[config.mk]
export PLATFORM = sky130hd
export DESIGN_NAME = usp_ctrl
export DESIGN_NICKNAME = d
export VERILOG_FILES = /design/src/rtl/usp_pkg.sv /design/src/rtl/usp_ctrl.sv
export SDC_FILE = /design/constraint.sdc
export NUM_CORES = 1
export LEC_CHECK = 0
export ABC_AREA = 1
export BUFFER_PORTS_ARGS = -buffer_cell sky130_fd_sc_hd__buf_2
export CAP_MARGIN = 20
export CORE_AREA = 2 2 39 41
export DETAILED_ROUTE_END_ITERATION = 8
export DIE_AREA = 0 0 41 43
export PLACE_DENSITY = 0.83
export SYNTH_ARGS = -nofsm -noshare
export SYNTH_HDL_FRONTEND = slang
export SYNTH_SLANG_ARGS = --single-unit
[constraint.sdc]
create_clock -name clk -period 2.5 [get_ports clk]
set_input_delay 0.125 -clock clk [delete_from_list [all_inputs] [get_ports clk]]
set_output_delay 0.125 -clock clk [all_outputs]
set_load 0.05 [all_outputs]
[src/rtl/usp_pkg.sv]
// Types, codes and constants shared by the shortest path block.
package usp_pkg;

  localparam int VTX_W = 6;
  localparam int CNT_W = 7;
  localparam int HOP_W = 6;
  localparam int REQ_W = 2;

  localparam logic [CNT_W-1:0] VCOUNT_RESET = 7'd64;

  localparam logic [REQ_W-1:0] REQ_CLEAR = 2'd0;
  localparam logic [REQ_W-1:0] REQ_EDGE  = 2'd1;
  localparam logic [REQ_W-1:0] REQ_QUERY = 2'd2;

  typedef struct packed {
    logic [REQ_W-1:0] req_type;
    logic [VTX_W-1:0] edge_a;
    logic [VTX_W-1:0] edge_b;
    logic [VTX_W-1:0] source_vertex;
    logic [VTX_W-1:0] target_vertex;
  } item_t;

  typedef struct packed {
    logic             path_found;
    logic             step_valid;
    logic [VTX_W-1:0] step_from;
    logic [VTX_W-1:0] step_to;
    logic [HOP_W-1:0] hop_count;
    logic             last;
  } result_t;

  typedef enum logic [3:0] {
    ST_IDLE,
    ST_DECODE,
    ST_EDGE_RD_A,
    ST_EDGE_WR_A,
    ST_EDGE_RD_B,
    ST_EDGE_WR_B,
    ST_SCAN,
    ST_DRAIN,
    ST_LEVEL,
    ST_BT_RD,
    ST_BT_WR,
    ST_EMIT_RD,
    ST_EMIT_LD,
    ST_MISS,
    ST_SELF
  } state_t;

  typedef struct packed {
    logic load_item;
    logic clear_graph;
    logic adj_rd_a;
    logic adj_rd_b;
    logic adj_wr_a;
    logic adj_wr_b;
    logic bfs_init;
    logic scan;
    logic level_step;
    logic bt_init;
    logic bt_rd;
    logic bt_wr;
    logic emit_init;
    logic emit_rd;
    logic emit_load;
    logic single_load;
    logic single_found;
  } cmd_t;

  typedef struct packed {
    logic is_clear;
    logic is_edge;
    logic is_query;
    logic edge_ok;
    logic query_ok;
    logic query_same;
    logic scan_last;
    logic next_empty;
    logic next_has_dst;
    logic bt_done;
    logic emit_last;
    logic out_free;
  } stat_t;

endpackage

[src/rtl/usp_ctrl.sv]
// Controller state machine of the shortest path block.
module usp_ctrl import usp_pkg::*; (
  input  logic  clk,
  input  logic  rst,
  input  logic  in_valid,
  output logic  in_ready,
  input  stat_t stat,
  output cmd_t  cmd
);

  state_t state;
  state_t state_next;

  always_ff @(posedge clk) begin
    if (rst) begin
      state <= ST_IDLE;
    end else begin
      state <= state_next;
    end
  end

  always_comb begin
    state_next = state;
    unique case (state)
      ST_IDLE: begin
        if (in_valid) state_next = ST_DECODE;
      end
      ST_DECODE: begin
        priority if (stat.is_clear) begin
          state_next = ST_IDLE;
        end else if (stat.is_edge) begin
          state_next = stat.edge_ok ? ST_EDGE_RD_A : ST_IDLE;
        end else if (stat.is_query) begin
          priority if (!stat.query_ok) state_next = ST_MISS;
          else if (stat.query_same)    state_next = ST_SELF;
          else                         state_next = ST_SCAN;
        end else begin
          state_next = ST_IDLE;
        end
      end
      ST_EDGE_RD_A: state_next = ST_EDGE_WR_A;
      ST_EDGE_WR_A: state_next = ST_EDGE_RD_B;
      ST_EDGE_RD_B: state_next = ST_EDGE_WR_B;
      ST_EDGE_WR_B: state_next = ST_IDLE;
      ST_SCAN: begin
        if (stat.scan_last) state_next = ST_DRAIN;
      end
      ST_DRAIN: state_next = ST_LEVEL;
      ST_LEVEL: begin
        priority if (stat.next_has_dst) state_next = ST_BT_RD;
        else if (stat.next_empty)       state_next = ST_MISS;
        else                            state_next = ST_SCAN;
      end
      ST_BT_RD: state_next = ST_BT_WR;
      ST_BT_WR: begin
        state_next = stat.bt_done ? ST_EMIT_RD : ST_BT_RD;
      end
      ST_EMIT_RD: state_next = ST_EMIT_LD;
      ST_EMIT_LD: begin
        if (stat.out_free) state_next = stat.emit_last ? ST_IDLE : ST_EMIT_RD;
      end
      ST_MISS: begin
        if (stat.out_free) state_next = ST_IDLE;
      end
      ST_SELF: begin
        if (stat.out_free) state_next = ST_IDLE;
      end
      default: state_next = ST_IDLE;
    endcase
  end

  always_comb begin
    cmd      = '0;
    in_ready = 1'b0;
    unique case (state)
      ST_IDLE: begin
        in_ready      = 1'b1;
        cmd.load_item = in_valid;
      end
      ST_DECODE: begin
        cmd.clear_graph = stat.is_clear;
        cmd.bfs_init    = stat.is_query && stat.query_ok && !stat.query_same;
      end
      ST_EDGE_RD_A: cmd.adj_rd_a = 1'b1;
      ST_EDGE_WR_A: cmd.adj_wr_a = 1'b1;
      ST_EDGE_RD_B: cmd.adj_rd_b = 1'b1;
      ST_EDGE_WR_B: cmd.adj_wr_b = 1'b1;
      ST_SCAN:      cmd.scan     = 1'b1;
      ST_DRAIN: begin
      end
      ST_LEVEL: begin
        cmd.bt_init    = stat.next_has_dst;
        cmd.level_step = !stat.next_has_dst && !stat.next_empty;
      end
      ST_BT_RD: cmd.bt_rd = 1'b1;
      ST_BT_WR: begin
        cmd.bt_wr     = 1'b1;
        cmd.emit_init = stat.bt_done;
      end
      ST_EMIT_RD: cmd.emit_rd   = 1'b1;
      ST_EMIT_LD: cmd.emit_load = stat.out_free;
      ST_MISS:    cmd.single_load = stat.out_free;
      ST_SELF: begin
        cmd.single_load  = stat.out_free;
        cmd.single_found = 1'b1;
      end
      default: begin
      end
    endcase
  end

endmodule

### Word level (Yosys, flattened, before mapping)

Cells that the tools add are included.

* mux-type cells: 31
* reductions and logical operators: 9
* equality and inequality tests: 18

Operators by type and width (count)
* 4-bit one-hot mux with 13 select lines: 1
* 4-bit two-way mux: 12
* 4-bit == test, second input constant: 7
* 4-bit by 3-bit == test with 1-bit output, second input constant: 4
* 1-bit two-way mux: 14
* 4-bit by 2-bit == test with 1-bit output, second input constant: 2
* 2-bit two-way mux: 4
* 2-bit != test, second input constant: 3
* 4-bit by 1-bit == test with 1-bit output, second input constant: 1
* 4-bit zero test: 1
* 4-bit AND reduction: 1
* 1-bit logical AND: 3
* 1-bit zero test: 3
* 2-bit by 1-bit != test with 1-bit output, second input constant: 1
* 2-bit OR reduction: 1

* flip-flop bits (word level): 4
* word-level logic and storage cells: 59
* input bits: 15

### Logic depth before layout (Yosys ltp)

Gate-level depths: netlist (run 1).

* word-level depth: 6
* gate-level depth with buffers: 9
* depth with buffers taken out: 9

### Worst setup path after synthesis (run 1)

OpenSTA, ideal clock, no wires.

* path kind: flip-flop to output port
* from: register state[2]
* to: output cmd[1] (netlist bit)
* path slack: 349 ps
* data arrival time: 2026 ps
* path buffers: 0
* cell stages (with the launch flop): 3
* cells stage by stage: dfxtp_1 nand2_1 nor4_1

RTL lines
* from (decl): line usp_ctrl.sv:11 `state_t state;`
* from (signal assigned): line usp_ctrl.sv:18 `state <= state_next;`
* to (decl): line usp_ctrl.sv:8 `output cmd_t cmd`

==> flow_results.org, run 1 <==
** STA
- The final-report hold violation count came to 0.
- Ratio of final minimum period to clock period :: 61.0%
- Setup clock skew after layout :: ~0.0026 ns
- Final-report max-slew violation count :: 0
- After layout, the minimum clock period comes to between 1.5 and 2 ns.
- Maximum achievable frequency :: 0.656 GHz
- Setup repair after global routing left no endpoint under its margin.
- For the pin with the worst max-slew slack, the measured transition is ~0.3 ns.
- In this run the tightest slew margin relative to its limit is roughly 80%.
- Number of setup violations in the final report :: 0
- Total negative setup slack :: 0 ns
- Across all hold checks on the routed design, the worst slack comes to just over 0.1 ns.

** CTS
- CTS tree :: built
- Number of buffers between clock root and the deepest sink :: 2
- Buffer type at the clock tree root :: clkbuf_4
- Count of clock tree sinks :: 4
- Latest clock arrival within the worst-skew pair :: 0.23 ns
- After clock tree synthesis, the clock-pin slew on the worst setup and hold paths is 0.04 ns.
- In this run, CTS created clock tree buffers numbering 3.
- In this run the post-CTS setup repair buffer count came out at 0.
- Quantity of hold-fixing buffers added after cts :: 0
- H-tree depth :: 1
- After clock tree synthesis, the repair step resized 0 gates.

** Synthesis
- Commonest cells in the netlist :: nand2_1, nor2_1, inv_1, inv_2, nand3_1
- Of all flip-flops after synthesis, the portion carrying an async set or reset was 0%.
- Count leader, synth :: nand2_1
- Synth cell types :: 15
- The share of the Yosys chip area taken by registers is between 10% and 20%.
- Area fraction in compound gates after synthesis :: under 10%
- After Yosys synthesis, full adders, half adders and majority gates account for 0% of the synthesized area.
- Number of warnings issued by yosys :: 0
- Synthesis produced a netlist with a net count of roughly 130.
- Each instance of the synthesized netlist takes up on average between 4 and 5 um^2.
- After Yosys synthesis, XOR and XNOR cells account for 0% of the synthesized area.
- Library cell with the largest summed area after synthesis :: nand2_1
- Number of enable flip-flop cells after synthesis :: 0
- Synth Instances :: about 110
- Yosys attributes the largest share of cell area to nand2_1, nor2_1, dfxtp_1.
- Multiplexer cells account for 0% of the synthesized area.
- Register bit count reported by yosys :: 4
- Combinational family with the most area after synthesis :: simple AND/OR/NAND/NOR gates
- Area of the mapped netlist :: 542 um^2
- Of the total synthesized cell area, the portion taken by AND, OR, NAND and NOR gates is 59.4%.
- After synthesis, the largest area contributor takes up approximately a quarter of total cell area.
- The most used flip-flop cell after synthesis is dfxtp_1.

** Critical path
- Signal arrival time at the worst endpoint :: 1.40 ns
- In this design, the stage delay of the slowest critical-path cell is around 0.42 ns.
- STA classifies the critical path endpoint as a primary output.
- Worst Setup Path Type :: flip-flop to primary output
- Counting cells, the worst reg-to-reg path comes to 8.
- Across all register-to-register paths, the minimum setup slack is 1.19 ns.
- In this run the critical register-to-register path is captured at state[1].
- Crit start category :: flip-flop
- In this run the worst path has a maximum fanout of 6.
- Origin of the worst setup path :: state[0]
- The critical path ends at cmd[10].
- Reg-to-reg critical path startpoint :: state[2]
- Traced cell by cell, the critical path runs through inv_2, nor2_1, nand2_1, nor3_1, buf_2.
- For the worst setup path, the data required time is 2.38 ns.
- Cell with the largest stage delay on the worst path :: dfxtp_1

** Route
- After detailed routing, the total wire length is roughly 1.4 mm.
- DRT antenna net count :: 0
- For this block, the via count after detailed routing is 757.
- The routed design uses 709 um of met2 wire.
- Number of detailed-route iterations in the first pass :: 4
- For this block, the initial DRC count from the detailed router was 25.
- DR WL/cell :: 8.77 um
- Length of routed met3 wiring :: about 86 um
- The detailed router put a total of approximately 640 um of wire on met1.
- Mean number of vias per cell :: approximately 4.6
- For this run, design rule violations remaining after detail routing come to 0.
- Signal routing reaches up to met3.

** Floorplan
- 33 I/O pins were placed.
- For this configuration, the core starts out at a cell density of about two fifths.
- Number of rows created at floorplan :: 14
- The floorplan step set the die height to between 40 and 50 um.
- Core Region :: between 0.001 and 0.0015 mm^2
- The die is a little over 40 um wide.
- Total die area :: 0.00176 mm^2

** Power
- Standby leakage power :: 0.514 nW
- Power spread over the standard cell area amounts to between 300 and 400 mW/mm^2.
- Across the VDD grid, the largest voltage drop is approximately 0.27 mV.
- The design draws approximately 0.00029 W.

** Global routing
- The number of global-route vias before repair was around 590.
- Pin count of the biggest net entering global routing :: 7
- After global routing the overflow that remains totals 0.
- Across every metal layer, demand over resource in global routing totals between 10% and 20%.
- The number of antenna violations at the first check in global routing was 0.
- The first global-routing pass estimated 2.18 mm of wire.

** Hold path
- Cell count of the worst hold path :: 2
- Hold wc startpoint :: rst
- The min-delay analysis places its worst path in the category primary input to flip-flop.

** Layout
- For this run, the post-layout net count is about 170.
- Largest registers in the final layout :: state (4)
- Final design area excluding fillers :: roughly 740 um^2
- Register ranked first by flip-flop count :: state
- Area Growth Syn to Fin :: 37.4%
- Cells with a size suffix above 1 make up 33.8% of the layout.
- Finished Layout Cells :: about 160
- The register with the most flip-flops in the layout has 4 of them.
- Antenna cell count :: 0

** Place
- Placed Cells :: 161
- Count of port buffers added during placement :: 32
- Once detailed placement completed, the half-perimeter wirelength came to 1.24 mm.
- Routability-driven placement congestion ratio :: 0.867
- Instance area after placement :: between 700 and 800 um^2

** Status
- Status :: finished, final reports clean

** Run
- Max-cap violations :: 0
==> power breakdown <==
| group | internal, W | switching [W] |
|---|---|---|
| sequential | 0.0000687 | 0.00000735 |
| combinational | 0.0000401 | 0.0000995 |
| clock | 0.0000535 | 0.0000238 |
| total | 0.000162 | 0.000131 |
==> worst min-delay path by stage <==
| stage | endpoint | slack [ns] |
|---|---|---|
| after floorplan | state[0] | 0.19 |
| after global placement | state[0] | 0.34 |
| after detailed placement | state[0] | 0.34 |
| after CTS | state[0] | 0.1 |
| after global routing | state[3] | 0.12 |
| final | state[0] | 0.10 |
==> kinds of logic (layout without fill, tap and decap cells) <==
| group | after synthesis | after routing |
|---|---|---|
| buf+inv | 26 | 61 |
| flops | 4 | 4 |
| simple gates | 75 | 75 |
| compound gates | 8 | 8 |
==> area by class of cell <==
type	count	area (um^2)
fill	158	639
multi-input combinational	83	364
sequential	4	80.1
tap	16	20.0
timing repair buffer	32	160
clock buffer	3	22.5
inverter	26	97.6
==> layout by cell type, fill, tap and decap left out <==
cell	count
a21oi_1	5
buf_2	32
clkbuf_4	3
dfxtp_1	4
inv_1	19
inv_2	7
nand2_1	35
nand2_2	3
nand3_1	6
nand4_1	1
nor2_1	22
nor2_2	4
nor2_4	1
nor3_1	2
nor4_1	1
o211ai_1	1
o21ai_0	2
==> worst max-delay path: cells and delay by family, from the launching register on <==
family                 cells  cell delay (ns)
flip-flops                 1             0.42
buffers and inverters      2             0.38
AND/OR/NAND/NOR            3             0.36
==> routing by layer <==
metal / up-vias / global-route usage [%]
met5: - / 0
met4: 0 / 6.00
met3: 0 / 3.14
met2: 27 / 29.1
met1: 323 / 21.6
li1: 407 / -
==> through the flow <==
step,utilization [%],setup WS [ns]
6_report,53.8,0.976
5_1_grt,53.8,0.831
4_1_cts,53.8,0.972
3_5_place_dp,52.2,1.21
3_3_place_gp,52.2,1.24
2_1_floorplan,-,0.349
Note: power is estimated with default switching activity, not from simulation.
==> inputs of run 2 (changes only) <==
--- a/config.mk
+++ b/config.mk
@@ -8,10 +8,9 @@
 export ABC_AREA = 1
 export BUFFER_PORTS_ARGS = -buffer_cell sky130_fd_sc_hd__buf_2
 export CAP_MARGIN = 20
-export CORE_AREA = 2 2 39 41
+export CORE_UTILIZATION = 37
 export DETAILED_ROUTE_END_ITERATION = 8
-export DIE_AREA = 0 0 41 43
-export PLACE_DENSITY = 0.83
+export PLACE_DENSITY = 0.8
 export SYNTH_ARGS = -nofsm -noshare
 export SYNTH_HDL_FRONTEND = slang
 export SYNTH_SLANG_ARGS = --single-unit
==> constraint.sdc (replaced) <==
create_clock -name clk -period 1.38 [get_ports clk]
set_input_delay 0.069 -clock clk [delete_from_list [all_inputs] [get_ports clk]]
set_output_delay 0.069 -clock clk [all_outputs]
set_load 0.05 [all_outputs]
==> run 2 against run 1 <==
Power rose by 96%. Critical path depth did not move. Setup slack got worse by 0.92 ns. Via count rose by 4.8%. Die area fell by 8.0%. Combinational power rose by 110%. Clock power rose by 89%. Cell area rose by 12%.
==> flow_results.org, run 2 (synthesized netlist as in run 1, its figures left out) <==
** STA
- Maximum achievable frequency :: between 0.7 and 0.8 GHz
- The final setup TNS is 0 ns (unchanged).
- The worst max-slew margin expressed relative to the limit is 84.5% (+4.7 points).
- Ratio of final minimum period to clock period :: between 90 and 100%
- The final-report setup violation count came to 0 (unchanged).
- Counting I/O delays and the setup requirement, the final critical path takes 1.32 ns.
- RSZ-0062 raised after global routing :: no
- The final-report hold violation count is 0 (unchanged).
- The transition time of the tightest slew-check pin is 0.231 ns (-0.0713 ns).
- The final max-slew violation count was 0 (unchanged).
- Setup clock skew after layout :: 0.00745 ns (+0.00485 ns)

** Status
- Status :: finished, final reports clean

** Layout
- Antenna cell count :: 0 (unchanged)
- The area growth from synthesis to layout is 53.3%.
- Final design area excluding fillers :: 831 um^2 (+12%)
- The library cell used most frequently in the layout, excluding fill and tap cells, is nand2_1.
- The largest registers in the layout are state (4).
- Share of cells above drive strength 1 :: 41.9% (+8.1 points)
- Final net count :: 165 (unchanged)
- Utilization after layout :: 62.3% (+8.5 points)
- In the layout the commonest cells are nand2_1, buf_2, inv_1.
- The flip-flop count of the largest register after layout is 4 (unchanged).
- Counting flops per register, the top entry is state.

** Floorplan
- Die Span Y :: 40.3 um (-6.4%)
- The starting density of the core was 40.6% (+1.5 points).
- Total I/O pin count :: 33 (unchanged)
- Total die area :: 0.00162 mm^2 (-8.0%)
- The number of placement rows was 13 (-1).
- The standard cell core area is 0.00133 mm^2 (-3.6%).
- The chip width was 40.3 um (-1.8%).

** CTS
- Post-CTS setup repair buffer count :: 0 (unchanged)
- Latest clock arrival within the worst-skew pair :: 0.24 ns (about the same)
- CTS tree :: built
- Buffer type at the clock tree root :: clkbuf_4
- The maximum level of the CTS H-tree was 1 (unchanged).
- The clock sink count is 4 (unchanged).
- The total clock buffers created by CTS came to 3 (unchanged).
- Clock slew at the register clock pins of the worst setup and hold paths :: 0.04 ns (about the same)
- Number of buffers between clock root and the deepest sink :: 2 (unchanged)

** Route
- The DRC violation total after the first TritonRoute iteration is 15 (-40%).
- Number of detailed-route iterations in the first pass :: 4 (unchanged)
- Post-detailed-route DRC marker count :: 0 (unchanged)
- DR WL/cell :: 9.77 um (+11%)
- The remaining antenna violation count came to 0 (unchanged).
- The post-detailed-route via-to-cell ratio is 4.87 (+5.4%).
- Final wirelength :: 1.59 mm (+11%)
- Number of vias in the routed layout :: 793 (+4.8%)

** Critical path
- The arrival time of the worst setup path was 1.25 ns (-0.15 ns).
- The worst setup path is launched from a flip-flop.
- CP max FO :: 6 (unchanged)
- Worst path required time :: 1.31 ns (-1.07 ns)
- Worst Setup Path Type :: flip-flop to primary output
- Endpoint kind of the worst setup timing path :: primary output

** Run
- Max-cap violations :: 0 (unchanged)

** Global routing
- Pin count of the biggest net entering global routing :: 7 (unchanged)
- Antenna violations before repair :: 0 (unchanged)
- The all-layer global routing usage is 21.1% (+3.5 points).
- The number of global-route vias before repair came to 609 (+3.7%).
- The first-pass GRT wire length was 2.31 mm (+6.0%).
- The total congestion overflow after global routing was 0 (unchanged).

** Place
- Routability-driven placement congestion ratio :: 0.830 (-4.3%)
- The cell area after placement came to 762 um^2 (+5.5%).
- Count of port buffers added during placement :: 32 (unchanged)
- Detailed placer's ending HPWL :: 1.30 mm (+4.6%)

** Power
- The reported leakage power is 0.522 nW (+1.5%).
- The worst-case vdd ir drop is 0.732 mV (+170%).
- Pwr/cell area :: 693 mW/mm^2 (+76%)

** Hold path
- The tightest min-delay check is of the primary input to flip-flop type.
==> run 2: changes by cell type in the layout (fill, tap and decap cells not counted), moves of 2 or more <==
cell / previous run / this run
nor3_2: 0 / 2
dfxtp_2: 0 / 3
nor3_1: 2 / 0
buf_4: 0 / 4
dfxtp_1: 4 / 0
buf_6: 0 / 3
nor2_4: 1 / 5
buf_2: 32 / 24
nor2_1: 22 / 18
==> run 2: final cells by class <==
class / instances / area, um^2
multi-input cells: 83 / 413
flip-flops and latches: 4 / 87.6
well taps: 15 / 18.8
inverters: 26 / 97.6
fillers: 137 / 503
repair buffers: 32 / 191
clock buffers: 3 / 22.5
==> run 2: worst max-delay path, stage by stage, from the launching register on <==
cell and delay (ns):
dfxtp_4 0.38, inv_2 0.07, nor2_1 0.12, nand2_1 0.12, nor3_2 0.15, buf_6 0.18
==> run 2: final timing paths <==
check           start        to  slack (ns)  depth (start not counted)
max reg2reg  state[0]  state[1]        0.13                          7
min               rst  state[2]        0.03                          2
min reg2reg  state[1]  state[1]        0.52                          2
max          state[0]   cmd[10]        0.06                          5
==> run 2: per-stage QoR <==
step	setup WS (ns)	hold WS (ns)	std cells	power (W)
after floorplan	-0.152	0.138	113	0.000343
after global placement	0.0490	0.273	160	0.000407
after detailed placement	0.0333	0.281	160	0.000412
after CTS	-0.0163	0.0301	163	0.000571
after global routing	0.00312	0.0329	163	0.000615
final	0.0597	0.0292	163	0.000576
==> run 2: where the power goes <==
group          internal, W  switching (W)
Combinational    0.0000856       0.000201
Clock            0.0000973      0.0000488
Sequential        0.000127      0.0000159
Total             0.000310       0.000266
==> run 2: metal layers <==
metal  global-route usage (%)  vias to the layer above  part of all wire, %
met2                     40.3                       23                   52
met1                     23.9                      359                   44
met5                        0                        -                    0
met3                     5.00                        0                  4.8
met4                     2.50                        0                    0
li1                         -                      411                    -
==> run 2: timing repair <==
action | in CTS | in global routing
pin swaps | 0 | 0
hold buffers | 0 | 0
resized for setup | 9 | 10
endpoints found under the setup margin | 8 | 13
==> inputs of run 3 (changes only) <==
==> constraint.sdc (replaced) <==
create_clock -name clk -period 1.38 [get_ports clk]
set_input_delay 0.276 -clock clk [delete_from_list [all_inputs] [get_ports clk]]
set_output_delay 0.276 -clock clk [all_outputs]
set_load 0.05 [all_outputs]
==> run 3 against run 2 <==
The flow now finishes with violations (setup timing). Power grew 32%. Fmax shrank 14%. Worst hold slack gained 0.24 ns. Combinational power grew 62%. Clock power is essentially flat. First-iteration DRC count grew to 5.6 times the previous value. Critical path depth is the same. Setup slack lost 0.22 ns. Non-clock buffer count grew 15. Sequential cell count is the same. Cell count grew 9.2%. Largest cell class unchanged. Highest routed layer is now met4.
==> flow_results.org, run 3 (synthesized netlist as in run 1, its figures left out) <==
** Route
- Number of detailed-route iterations in the first pass :: 5 (+1)
- Number of vias in the routed layout :: 971 (+22%)
- The wire length reported by the detailed router came to 2.64 mm (+66%).
- Number of design-rule violations left by the first detailed-router iteration :: 84 (+69)
- Mean number of vias per cell :: 5.46 (+12%)
- DR WL/cell :: 14.8 um (+52%)
- DRT antenna net count :: 0 (unchanged)
- Post-detailed-route DRC marker count :: 0 (unchanged)

** Critical path
- Worst Setup Path Type :: flip-flop to primary output
- Walking the worst path, the cells encountered are inv_6, nor2_4, nand2_4, nor3_4, buf_6.
- Cells on worst reg2reg path :: 7 (unchanged)
- Endpoint of the worst-slack reg-to-reg timing path :: state[0]
- The critical path's largest stage delay is 0.40 ns (+0.02 ns).
- Cell with the largest stage delay on the worst path :: dfxtp_4
- The required time of the critical path is 1.10 ns (-0.21 ns).
- Reg2reg setup slack :: -0.07 ns (-0.20 ns)
- CP max FO :: 5 (-1)
- Signal arrival time at the worst endpoint :: 1.27 ns (+0.02 ns)
- Reg-to-reg critical path startpoint :: state[0]
- The worst setup path is launched from a flip-flop.
- The worst setup path is captured at a primary output.

** STA
- Rel. slew slack :: 74.7% (-9.7 points)
- Total negative setup slack :: -1.61 ns (-1.61 ns)
- The transition time of the tightest slew-check pin is 0.375 ns (+0.144 ns).
- The largest clock skew in the final design came to 0.000415 ns (-0.00703 ns).
- RSZ-0062 raised after global routing :: yes
- Ratio of final minimum period to clock period :: 112% (+16 points)
- Final critical-path required period :: 1.54 ns (+0.222 ns)
- The maximum clock frequency came to 0.648 GHz (-14%).
- Post-route worst setup slack :: -0.163 ns (-0.222 ns)
- Final-report max-slew violation count :: 0 (unchanged)
- Final Hold Fails :: 0 (unchanged)
- Number of setup violations in the final report :: 18 (+18)

** CTS
- The number of buffers between clock root and the deepest sink was 2 (unchanged).
- H-tree depth :: 1 (unchanged)
- The total clock buffers created by CTS is 3 (unchanged).
- Latest clock arrival within the worst-skew pair :: 0.23 ns (about the same)
- Count of clock tree sinks :: 4 (unchanged)
- Buffer type at the clock tree root :: clkbuf_4
- CTS tree :: built
- The clock transition at the registers of the reported paths came to 0.04 ns (about the same).
- Quantity of hold-fixing buffers added after cts :: 0 (unchanged)

** Floorplan
- Core Region :: 0.00133 mm^2 (unchanged)
- The chip width came to 40.3 um (unchanged).
- The height of the die is 40.3 um (unchanged).
- The number of placement rows was 13 (unchanged).
- The starting density of the core was 40.6% (unchanged).
- Total I/O pin count :: 33 (unchanged)
- Total die area :: 0.00162 mm^2 (unchanged)

** Global routing
- The first-pass GRT wire length is 3.04 mm (+32%).
- The number of global-route vias before repair came to 756 (+24%).
- Antenna violations before repair :: 0 (unchanged)
- Total global routing overflow :: 0 (unchanged)
- Total routing resource utilization after global routing :: 27.9% (+6.9 points)
- Pin count of the biggest net entering global routing :: 7 (unchanged)

** Hold path
- Path type of the worst min-delay path :: primary input to flip-flop
- Cell count of the worst hold path :: 2 (unchanged)
- For hold timing, the worst endpoint is state[2].
- Hold wc startpoint :: rst

** Layout
- In the layout the commonest cells are nand2_1, inv_1, buf_2.
- The share of post-route cells with drive strength above 1 came to 62.0% (+20 points).
- Number of flip-flops under the largest register name :: 4 (unchanged)
- Most common library cell in the layout ignoring fill and taps :: nand2_1
- The utilization after layout is 90.9% (+29 points).
- Antenna cell count :: 0 (unchanged)
- In the final layout, the registers with the most flip-flops are state (4).
- The count of nets after finishing was 180 (+9.1%).
- More flip-flops sit in one register than any other, and that register is state.
- Final design area excluding fillers :: 0.00121 mm^2 (+46%)
- Finished Layout Cells :: 178 (+9.2%)
- Area Growth Syn to Fin :: 124%

** Power
- The total power density per cell area is 626 mW/mm^2 (-9.7%).
- Share of total power consumed by net switching :: 48.1% (+2.0 points)
- The reported leakage power is 0.648 nW (+24%).
- The power after layout is 0.000759 W (+32%).
- Switching power total :: 0.000365 W (+37%)
- The worst-case vdd ir drop was 0.399 mV (-45%).
- Part of the power in the clock network :: 19.1% (-6.3 points)
- The part of the power in combinational logic is 61.3% (+12 points).
- The internal cell power was 0.000393 W (+27%).
- Fraction of power consumed by sequential logic :: 19.7% (-5.1 points)

** Place
- Instance area after placement :: 873 um^2 (+15%)
- The number of buffers added on ports is 32 (unchanged).
- The final weighted congestion in routability-driven placement was 0.827 (-0.40%).
- The post-placement cell count was 170 (+6.3%).
- Detailed placer's ending HPWL :: 1.47 mm (+13%)

** Run
- The max-capacitance violation count came to 0 (unchanged).

** Status
- The flow ran to the end, but the final reports show violations.
- The checks that failed: setup timing.
## run 3: cell count changes in the layout (fill, tap and decap cells not counted), moves of 5 or more
| cell | previous run | this run |
|---|---|---|
| buf_4 | 4 | 14 |
| nand2_1 | 34 | 24 |
| buf_2 | 24 | 15 |
| buf_6 | 3 | 12 |
| nor2_1 | 18 | 9 |
| nor2_4 | 5 | 12 |
| buf_8 | 0 | 6 |
| nand2_2 | 4 | 9 |
## run 3: power groups by stage
stage	logic, W	clock network, W	registers (W)
5_1_grt	0.000482	0.000158	0.000150
6_report	0.000465	0.000145	0.000149
3_5_place_dp	0.000312	0	0.000138
2_1_floorplan	0.000216	0	0.000137
4_1_cts	0.000374	0.000144	0.000142
3_3_place_gp	0.000304	0	0.000137
## run 3: worst max path at each step
stage	startpoint	endpoint	slack [ns]	cells after the start
global placement	state[1]	cmd[2]	-0.11	4
detailed placement	state[1]	cmd[2]	-0.14	4
floorplan	state[2]	cmd[13]	-0.11	2
global route	state[0]	cmd[10]	-0.20	5
CTS	state[0]	cmd[16]	-0.13	7
finish	state[0]	cmd[10]	-0.16	5
## run 3: worst max-delay path, delay by kind of cell (launching register included)
kind | cells | cell delay (ns)
flip-flops | 1 | 0.40
AND/OR/NAND/NOR | 3 | 0.39
buffers and inverters | 2 | 0.24
## run 3: per-layer routing
| layer | global-route usage, % | part of all wire (%) | vias to the layer above | routed length, um |
|---|---|---|---|---|
| li1 | - | - | 438 | - |
| met1 | 30.6 | 37 | 422 | 980 |
| met2 | 51.2 | 48 | 90 | 1280 |
| met3 | 6.11 | 10 | 21 | 267 |
| met4 | 11.7 | 4.3 | 0 | 114 |
| met5 | 0 | 0 | - | 0 |
## run 3: layout make-up
class / instances / area [um^2]
clock buffer: 3 / 22.5
multi-input combinational: 83 / 563
inverter: 26 / 110
sequential: 4 / 92.6
timing repair buffer: 47 / 405
fill: 55 / 121
tap: 15 / 18.8
## run 3: metrics by stage
step	hold WS, ns	worst slack (ns)
final	0.267	-0.163
after global placement	0.480	-0.112
after global routing	0.266	-0.202
after detailed placement	0.479	-0.144
after floorplan	0.338	-0.109
after CTS	0.238	-0.133
## run 3: repair_timing
item                                    in CTS  in global routing
gates resized for setup                     52                 34
setup buffers                                2                  3
pin swaps                                    6                 15
gates cloned                                 0                  0
endpoints found under the setup margin      20                 22
